File: config.mk
export PLATFORM = sky130hd
export DESIGN_NAME = mvpm_ram
export DESIGN_NICKNAME = d
export VERILOG_FILES = /design/src/rtl/mvpm_ram.sv
export SDC_FILE = /design/constraint.sdc
export NUM_CORES = 1
export LEC_CHECK = 0
export BUFFER_PORTS_ARGS = -buffer_cell sky130_fd_sc_hd__clkbuf_2
export CAP_MARGIN = 10
export CORE_MARGIN = 4
export CORE_UTILIZATION = 51
export DETAILED_ROUTE_END_ITERATION = 10
export PLACE_DENSITY = 0.68
export SETUP_SLACK_MARGIN = 0.15
export SLEW_MARGIN = 20
export SYNTH_ARGS = -nofsm -noshare
export SYNTH_HDL_FRONTEND = slang
export SYNTH_SLANG_ARGS = --single-unit
File: constraint.sdc
create_clock -name i_clk -period 5 [get_ports i_clk]
set_clock_uncertainty 0.05 [all_clocks]
set_input_delay 0.25 -clock i_clk [delete_from_list [all_inputs] [get_ports i_clk]]
set_output_delay 0.25 -clock i_clk [all_outputs]
set_load 0.02 [all_outputs]
File: src/rtl/mvpm_ram.sv
// Generic single-write, single-read RAM with registered read data.
module mvpm_ram #(
    parameter int WIDTH = 16,
    parameter int DEPTH = 16
) (
    input  logic                                      i_clk,
    input  logic                                      i_we,
    input  logic [((DEPTH > 1) ? $clog2(DEPTH) : 1)-1:0] i_waddr,
    input  logic [WIDTH-1:0]                          i_wdata,
    input  logic [((DEPTH > 1) ? $clog2(DEPTH) : 1)-1:0] i_raddr,
    output logic [WIDTH-1:0]                          o_rdata
);

    logic [WIDTH-1:0] r_mem [DEPTH];
    logic [WIDTH-1:0] r_rdata;

    always_ff @(posedge i_clk) begin
        if (i_we) begin
            r_mem[i_waddr] <= i_wdata;
        end
        r_rdata <= r_mem[i_raddr];
    end

    assign o_rdata = r_rdata;

endmodule

; Yosys cells after proc, flatten, opt, wreduce, memory -nomap -nowiden
; Memories as Yosys holds them, arrays and structs flattened. A register that Yosys moved wholly into a read port is not among the register bits.
; Index checks and enable logic that the tools add are counted.
[classes]
n_shift = 0
addsub = 0
order_cmp = 0
muxes = 2
n_bitwise = 0
n_reduce_logical = 0
n_eq_ne = 0
n_div = 0
multipliers = 0
[ops]
columns = operator, n
row1 = 1-bit 2-to-1 mux, 2
[word_totals]
wordCells = 3
in_bits = 26
regBits = 0
romBits = 0
latchBits = 0
ram_bits = 256
output_inout_bits = 16
n_memories = 1
[memory_table]
columns = memory, words, width, rd, rd_ports_with_merged_regs, wr, line
row1 = r_mem, 16, 16, 1, 1, 1, 14  ; logic [WIDTH-1:0] r_mem [DEPTH];

; Logic depth before layout (Yosys ltp)
; Gate-level depths: netlist of run 1.
[logic_depth]
ltp_word = 2
ltp_mapped = 5
depth_no_buf = 3

; Least setup slack after synthesis of run 1
; OpenSTA, ideal clock, no wires.
[synth_path]
path_type = in2reg
startpoint = in i_waddr[2] in the netlist's numbering
endpoint = mem r_mem[0][0] (enable)
cell_stages = 2
path_buffers = 0
path_slack_ns = 2.645
t_arrival_ns = 1.896
path_cell_list = or3b_2 > nor3_1
[synth_rtl]
columns = item, line
row1 = start: declaration, 8  ; input logic [((DEPTH > 1) ? $clog2(DEPTH) : 1)-1:0] i_waddr,
row2 = end: declaration, 14
; No word-level cell before the write port.

==> results of run 1 <==
-- critical path, cell delays in order --
cell and delay (ns):
buf_4 0.64, buf_4 0.52, mux4_2 0.58, a22oi_1 0.25, nand2_1 0.09
-- layout by cell type (no fill, tap or decap), drive strengths merged --
master and n:
clkinv 9, clkbuf 73, nor2 13, nand3 1, nor2b 2, nand2 17
mux4 64, a22oi 32, nand2b 2, nor3 4, or3b 1, edfxtp 256
buf 23, dfxtp 16, bufinv 4, and2 1, clkinvlp 1, nand3b 2
-- area by class of cell --
| type | instances | share of cell area |
|---|---|---|
| clock buffer | 34 | 0.06084 |
| clock inverter | 14 | 0.01442 |
| multi-input combinational | 139 | 0.1700 |
| sequential | 272 | 0.6941 |
| tap | 265 | 0.02874 |
| timing repair buffer | 62 | 0.03188 |
-- layer usage --
metal / track usage / vias up / share of wire
li1: - / 1977 / -
met3: 0.02834 / 35 / 0.071
met5: 0 / - / 0
met1: 0.2819 / 2470 / 0.42
met2: 0.3076 / 220 / 0.49
met4: 0.04388 / 0 / 0.021
-- path summary, 6_finish.rpt --
path                      from  depth (start not counted)  slack [ns]      endpoint
hold reg to reg   r_mem[14][8]                          3        0.62    o_rdata[8]
hold / removal     i_wdata[14]                          1        0.08  r_mem[1][14]
setup reg to reg   r_mem[2][9]                          3        3.59    o_rdata[9]
setup / recovery    i_raddr[0]                          5        2.94    o_rdata[9]
-- state kept, by name, indices dropped and copies added (netlist names) --
register and flops:
r_mem 256, o_rdata 16
-- cell families (layout without fill, tap and decap cells) --
logic type      Yosys count  after routing  share of synthesized area
mux                      64             64                     0.1473
compound gates           32             32                    0.02392
simple gates             43             43                    0.01918
flops                   272            272                     0.7973
buf+inv                  21            110                    0.01233
-- through the flow --
step	instances	worst slack, ns	utilization	hold WS, ns	instance area [um2]
3_5_place_dp	738	2.394	0.5499	0.6012	10670
5_1_grt	786	2.752	0.5948	0.09723	11540
4_1_cts	786	2.920	0.5946	0.05679	11530
3_3_place_gp	738	2.446	0.5499	0.5782	10670
2_1_floorplan	432	2.645	-	0.2989	10040
6_report	786	2.943	0.5948	0.07658	11540
-- where the power goes --
| part | total [W] | leakage (nW) | internal, W | switching, W |
|---|---|---|---|---|
| Sequential | 0.00256 | 2.45 | 0.00255 | 0.0000151 |
| Combinational | 0.000234 | 0.905 | 0.0000917 | 0.000143 |
| Clock | 0.00197 | 0.421 | 0.00119 | 0.000779 |
| Total | 0.00477 | 3.77 | 0.00383 | 0.000937 |
==> impl_metrics.py, run 1 <==
metrics = {
    "sta": {
        "report.final.hold_viol_count": 0,
        "grt_setup_unrepaired": "false",
        "post-route-period-util": 0.4113,
        "maxSlewHeadroom": 0.2547,
        "fin_crit_ns": 2.057,
        "worst_pin_slew_ns": 1.118,
        "fin_tns_setup_ns": 0,
        "max_freq_mhz": 486.3,
        "finalMaxSlewViolations": 0,
        "setup_viol": 0,
    },
    "logic_synthesis": {
        "synth.cell_area_mm2": 0.01004,
        "yosys-top-cells-count": "256 x edfxtp_1, 54 x mux4_2, 32 x a22oi_1",
        "yosysMostFrequentCell": "edfxtp_1",
        "synth_area_leaders": "edfxtp_1 77%, mux4_2 12%, dfxtp_1 3.2%",
        "synth_top_area_frac": 0.7654,
        "synth_warnings": 0,
        "syn_inst": 432,
        "ys_async_sr_fraction": 0,
        "synth_seq_area_share": 0.7973,
        "synth-seq-cells": 272,
        "synth_flop_cell": "edfxtp_1",
        "syn-num-nets": 458,
        "synth-edff-count": 256,
        "synth_cell_types": 19,
        "synth_top_cell_by_area": "edfxtp_1",
        "avgSynthCellArea_um2": 23.25,
    },
    "floorplan": {
        "die_x_um": 148.3,
        "die_h_um": 148.3,
        "start_util": 0.5177,
        "coreArea_mm2": 0.01940,
        "rows": 51,
        "num_io_pins": 42,
        "dieArea_mm2": 0.02200,
    },
    "status": {
        "status": "finished clean",
    },
    "run": {
        "drv_cap": 0,
    },
    "worst_setup_path": {
        "cp-end-kind": "register",
        "arrival_ns": 2.40,
        "crit_type": "input port to register",
        "cp-start-kind": "input port",
        "critPathMaxFanout": 43,
        "cp.required_ns": 5.34,
    },
    "finish": {
        "antennaDiodeCount": 0,
        "area_growth_pct": 14.87,
        "nets": 527,
        "multi_input_area_mm2": 0.001962,
        "register_area_mm2": 0.008008,
        "drive_gt1_frac": 0.3244,
        "num-fill-cells": 1421,
    },
    "placement": {
        "io_buffers": 41,
        "place_hpwl_mm": 10.80,
        "gp_congestion": 0.7398,
    },
    "power": {
        "p_per_area_mw_per_mm2": 413.4,
        "leakage_nw": 3.773,
        "ir_drop_mv": 0.3690,
        "p_total_w": 0.004769,
    },
    "detailed_routing": {
        "vias": 4702,
        "wl_mm": 20.58,
        "viasPerCell": 5.982,
        "drtIter0Drc": 469,
        "ant_nets": 0,
        "firstDrtPassIters": 6,
        "wl_per_cell_um": 26.18,
        "drc": 0,
    },
    "clock_tree": {
        "clk_latency_ns": 0.51,
        "post-cts-setup-buffers": 0,
        "holdBufCountCts": 0,
        "ctsResizeCount": 0,
        "numCtsBuffers": 26,
        "path_clk_slew_ns": 0.06,
        "cts_sinks": 272,
        "cts_tree": "done",
        "cts_root_buf": "clkbuf_16",
        "clk_path_buf_depth": 3,
        "cts_max_level": 1,
    },
    "grt": {
        "grt_max_degree": 44,
        "antenna_found_initial": 0,
        "grt_first_pass_wirelength_mm": 30.47,
        "grt_usage": 0.1903,
        "overflow": 0,
        "grt_pass1_vias": 4765,
    },
    "min_path": {
        "holdCritPathClass": "input port to register",
    },
}
Power figures use the tool's default switching activity.
==> run 2: changes to the inputs <==
==> constraint.sdc (replaced) <==
create_clock -name i_clk -period 1.9 [get_ports i_clk]
set_clock_uncertainty 0.05 [all_clocks]
set_input_delay 0.095 -clock i_clk [delete_from_list [all_inputs] [get_ports i_clk]]
set_output_delay 0.095 -clock i_clk [all_outputs]
set_load 0.02 [all_outputs]
==> run 2 against run 1 <==
Global-route usage down 1.2 points; critical endpoint unchanged; die area unchanged; clock power rose to 2.6 times the previous value; critical path depth down 2.
==> impl_metrics.py, run 2 (synthesis gave the netlist of run 1 again) <==
metrics = {
    "floorplan": {
        "start_util": 0.5177,
        "rows": 51,
        "dieArea_mm2": 0.02200,
        "die_x_um": 148.3,
        "die_h_um": 148.3,
        "num_io_pins": 42,
        "coreArea_mm2": 0.01940,
    },
    "status": {
        "status": "finished clean",
    },
    "power": {
        "leakage_nw": 3.915,
        "ir_drop_mv": 0.6637,
        "p_per_area_mw_per_mm2": 1061,
    },
    "detailed_routing": {
        "viasPerCell": 5.751,
        "ant_nets": 0,
        "firstDrtPassIters": 4,
        "wl_mm": 18.90,
        "drtIter0Drc": 363,
        "wl_per_cell_um": 23.31,
        "drc": 0,
        "vias": 4664,
    },
    "sta": {
        "fin_crit_ns": 1.421,
        "report.final.hold_viol_count": 0,
        "worst_pin_slew_ns": 1.043,
        "finalMaxSlewViolations": 0,
        "fin_tns_setup_ns": 0,
        "grt_setup_unrepaired": "false",
        "setup_viol": 0,
        "maxSlewHeadroom": 0.3012,
        "post-route-period-util": 0.7479,
        "max_freq_mhz": 703.7,
    },
    "finish": {
        "nets": 551,
        "largest_reg_flops": 256,
        "final_cell_mix": "256 x edfxtp_1, 54 x mux4_2, 40 x clkbuf_2",
        "final_common_cell": "edfxtp_1",
        "antennaDiodeCount": 0,
        "num-fill-cells": 1375,
        "drive_gt1_frac": 0.3370,
        "largest_register": "r_mem",
        "area_growth_pct": 17.52,
        "post-route-util": 0.6084,
    },
    "grt": {
        "grt_usage": 0.1783,
        "antenna_found_initial": 0,
        "overflow": 0,
        "grt_max_degree": 40,
        "grt_first_pass_wirelength_mm": 29.48,
        "grt_pass1_vias": 4923,
    },
    "clock_tree": {
        "path_clk_slew_ns": 0.06,
        "post-cts-setup-buffers": 0,
        "cts_tree": "done",
        "cts_root_buf": "clkbuf_16",
        "clk_path_buf_depth": 3,
        "cts_sinks": 272,
        "cts_max_level": 1,
        "clk_latency_ns": 0.52,
        "numCtsBuffers": 27,
        "ctsResizeCount": 0,
    },
    "worst_setup_path": {
        "cp.required_ns": 2.24,
        "cp-start-kind": "register",
        "cp-end-kind": "register",
        "critPathMaxFanout": 1,
        "arrival_ns": 1.77,
        "crit_type": "register to register",
    },
    "placement": {
        "gp_congestion": 0.7343,
        "io_buffers": 41,
        "place_hpwl_mm": 10.78,
    },
    "run": {
        "drv_cap": 0,
    },
    "min_path": {
        "holdCritPathClass": "input port to register",
    },
}
-- run 2: what timing repair did --
action | 4_1_cts | 5_1_grt
endpoints found under the setup margin | 0 | 0
hold buffers | 16 | 0
endpoints found under the hold margin | 256 | 0
-- run 2: area by class of cell --
type | count | area, um2 | area share
Sequential cell | 272 | 8008 | 0.6785
Multi-Input combinational cell | 139 | 1983 | 0.1680
Clock buffer | 29 | 683.2 | 0.05788
Timing Repair Buffer | 85 | 615.6 | 0.05216
Clock inverter | 21 | 181.4 | 0.01537
Tap cell | 265 | 331.6 | 0.02809
-- run 2: stage by stage --
step / power [W] / hold slack, ns / worst slack (ns) / cells / area, um2
4_1_cts: 0.01265 / 0.1267 / 0.4743 / 811 / 11800
3_3_place_gp: 0.007495 / 0.4247 / 0.2721 / 745 / 10780
3_5_place_dp: 0.007516 / 0.4535 / 0.2558 / 745 / 10780
6_report: 0.01252 / 0.1557 / 0.4790 / 811 / 11800
5_1_grt: 0.01300 / 0.1988 / 0.4131 / 811 / 11800
2_1_floorplan: 0.007241 / 0.1439 / 0.1401 / 432 / 10060
-- run 2: path summary, 6_finish.rpt --
check / start / to / slack (ns) / cells after the start
min: i_raddr[3] / o_rdata[5] / 0.16 / 4
max: r_mem[9][9] / o_rdata[9] / 0.48 / 3
max reg2reg: r_mem[9][9] / o_rdata[9] / 0.48 / 3
min reg2reg: r_mem[14][6] / o_rdata[6] / 0.62 / 3
-- run 2: worst max-delay path, stage by stage, from the launching register on --
cell and delay (ns):
edfxtp_1 0.39, mux4_1 0.52, a22oi_1 0.22, nand2_1 0.11
-- run 2: where the power goes --
group / leakage (nW) / switching, W / total [W] / internal (W)
combinational: 1.03 / 0.000376 / 0.000654 / 0.000277
clock: 0.437 / 0.00211 / 0.00512 / 0.00301
sequential: 2.45 / 0.0000386 / 0.00675 / 0.00671
-- run 2: metal layers --
layer,global-route usage,vias to the layer above,part of all wire
met4,0.04619,0,0.022
met1,0.2647,2458,0.44
met2,0.2829,140,0.49
met3,0.02895,37,0.050
met5,0,-,0
li1,-,2029,-
==> run 3: changes to the inputs <==
==> constraint.sdc (replaced) <==
create_clock -name i_clk -period 1.4 [get_ports i_clk]
set_clock_uncertainty 0.05 [all_clocks]
set_input_delay 0.07 -clock i_clk [delete_from_list [all_inputs] [get_ports i_clk]]
set_output_delay 0.07 -clock i_clk [all_outputs]
set_load 0.02 [all_outputs]
==> run 3 against run 2 <==
First-iteration DRC count grew 8.8%; largest power group unchanged; clock power grew 26%; wire length grew 7.7%; fmax grew 6.5%; highest routed layer unchanged; design area grew 2.0%; cell count grew 0.25%.
==> impl_metrics.py, run 3 (synthesis gave the netlist of run 1 again) <==
metrics = {
    "finish": {
        "final_cell_mix": "256 x edfxtp_1, 63 x mux4_2, 39 x clkbuf_2",
        "nets": 556,
        "num-fill-cells": 1351,
        "drive_gt1_frac": 0.3577,
        "largest_register": "r_mem",
        "final_cell_area_mm2": 0.01204,
        "layout.cells.non_filler": 813,
        "largest_reg_flops": 256,
        "area_growth_pct": 19.91,
        "antennaDiodeCount": 0,
        "final_common_cell": "edfxtp_1",
    },
    "floorplan": {
        "dieArea_mm2": 0.02200,
        "die_h_um": 148.3,
        "rows": 51,
        "coreArea_mm2": 0.01940,
        "die_x_um": 148.3,
        "num_io_pins": 42,
        "start_util": 0.5177,
    },
    "worst_setup_path": {
        "r2r_cells": 3,
        "cp_num_buf_inv": 0,
        "endpoint": "o_rdata[3]",
        "crit_type": "register to register",
        "cp_slowest_cell": "mux4_2",
        "worstReg2RegStart": "r_mem[8][3]",
        "cp.required_ns": 1.74,
        "r2r-end": "o_rdata[3]",
        "cp.depth": 3,
        "cp_slowest_stage_delay_ns": 0.49,
        "critPathMaxFanout": 1,
        "cp-end-kind": "register",
        "cp-start-kind": "register",
        "arrival_ns": 1.68,
        "crit_chain": "mux4_2 -> a22oi_2 -> nand2_1",
        "cp_top_family": "multiplexers",
        "rrSetupSlack_ns": 0.07,
        "crit_start": "r_mem[8][3]",
    },
    "sta": {
        "fin_tns_setup_ns": 0,
        "grt_setup_unrepaired": "true",
        "worst_pin_slew_ns": 0.3509,
        "finalMaxSlewViolations": 0,
        "fin_crit_ns": 1.334,
        "post-route-period-util": 0.9532,
        "maxSlewHeadroom": 0.7661,
        "setup_viol": 0,
        "setup_ws_ns": 0.06552,
        "report.final.hold_viol_count": 0,
        "max_freq_mhz": 749.4,
    },
    "detailed_routing": {
        "ant_nets": 0,
        "viasPerCell": 5.913,
        "drc": 0,
        "wl_mm": 20.37,
        "vias": 4807,
        "firstDrtPassIters": 5,
        "wl_per_cell_um": 25.05,
        "drtIter0Drc": 395,
    },
    "grt": {
        "grt_usage": 0.1927,
        "antenna_found_initial": 0,
        "grt_pass1_vias": 5047,
        "grt_max_degree": 33,
        "grt_first_pass_wirelength_mm": 31.06,
        "overflow": 0,
    },
    "placement": {
        "gp_congestion": 0.7191,
        "place_area_mm2": 0.01104,
        "dpl_worst_slack_ns": -0.1284,
        "dp.cells": 750,
        "io_buffers": 41,
        "place_hpwl_mm": 10.69,
    },
    "clock_tree": {
        "clk_path_buf_depth": 3,
        "path_clk_slew_ns": 0.06,
        "numCtsBuffers": 27,
        "cts_tree": "done",
        "post-cts-setup-buffers": 0,
        "cts_root_buf": "clkbuf_16",
        "clk_latency_ns": 0.51,
        "cts_sinks": 272,
        "cts_max_level": 1,
    },
    "power": {
        "leakage_nw": 3.909,
        "ir_drop_mv": 1.041,
        "p_per_area_mw_per_mm2": 1380,
    },
    "run": {
        "drv_cap": 0,
    },
    "min_path": {
        "holdCritPathClass": "input port to register",
    },
    "status": {
        "status": "finished clean",
    },
}
## run 3: what timing repair did
action,CTS,global route
resized for setup,9,4
hold buffers,16,0
hold endpoints to repair,256,0
pin swaps,12,2
setup endpoints to repair,16,17
## run 3: stage by stage
stage / total power, W / util / hold slack (ns)
6_report: 0.01662 / 0.6208 / 0.1771
3_5_place_dp: 0.01027 / 0.5690 / 0.4161
3_3_place_gp: 0.01024 / 0.5690 / 0.3992
5_1_grt: 0.01722 / 0.6208 / 0.1920
2_1_floorplan: 0.009857 / - / 0.1189
4_1_cts: 0.01678 / 0.6200 / 0.1615
## run 3: how the worst min path moves through the flow
stage                from            to  slack, ns  depth (start not counted)
3_3_place_gp   i_wdata[9]  r_mem[13][9]       0.40                          1
3_5_place_dp   i_wdata[6]   r_mem[7][6]       0.42                          1
4_1_cts        i_raddr[3]    o_rdata[1]       0.16                          5
2_1_floorplan  i_wdata[0]   r_mem[0][0]       0.12                          0
6_report       i_raddr[1]    o_rdata[1]       0.18                          5
5_1_grt        i_waddr[2]  r_mem[1][11]       0.19                          4
## run 3: cell type report
cell class	count	area, um2	area share
clock inverters	8	62.56	0.005195
flip-flops and latches	272	8008	0.6649
repair buffers	90	890.9	0.07397
multi-input cells	139	2019	0.1677
clock buffers	39	730.7	0.06068
well taps	265	331.6	0.02753
## run 3: routing by layer
metal | vias to the layer above | global-route usage | wire (um)
met4 | 0 | 0.04388 | 347
met5 | - | 0 | 0
met2 | 215 | 0.3030 | 9913
met3 | 30 | 0.03016 | 1756
met1 | 2531 | 0.2929 | 8349
li1 | 2031 | - | -
## run 3: power by group
part	switching, W	leakage (nW)	internal (W)
Combinational	0.000550	1.08	0.000435
Sequential	0.0000574	2.45	0.00910
Clock	0.00270	0.383	0.00378
Total	0.00330	3.91	0.0133
## run 3: tightest hold or removal path: stages
cell and delay [ns]:
clkbuf_2 0.13, buf_12 0.18, mux4_2 0.23, a22oi_1 0.06, nand2_1 0.05
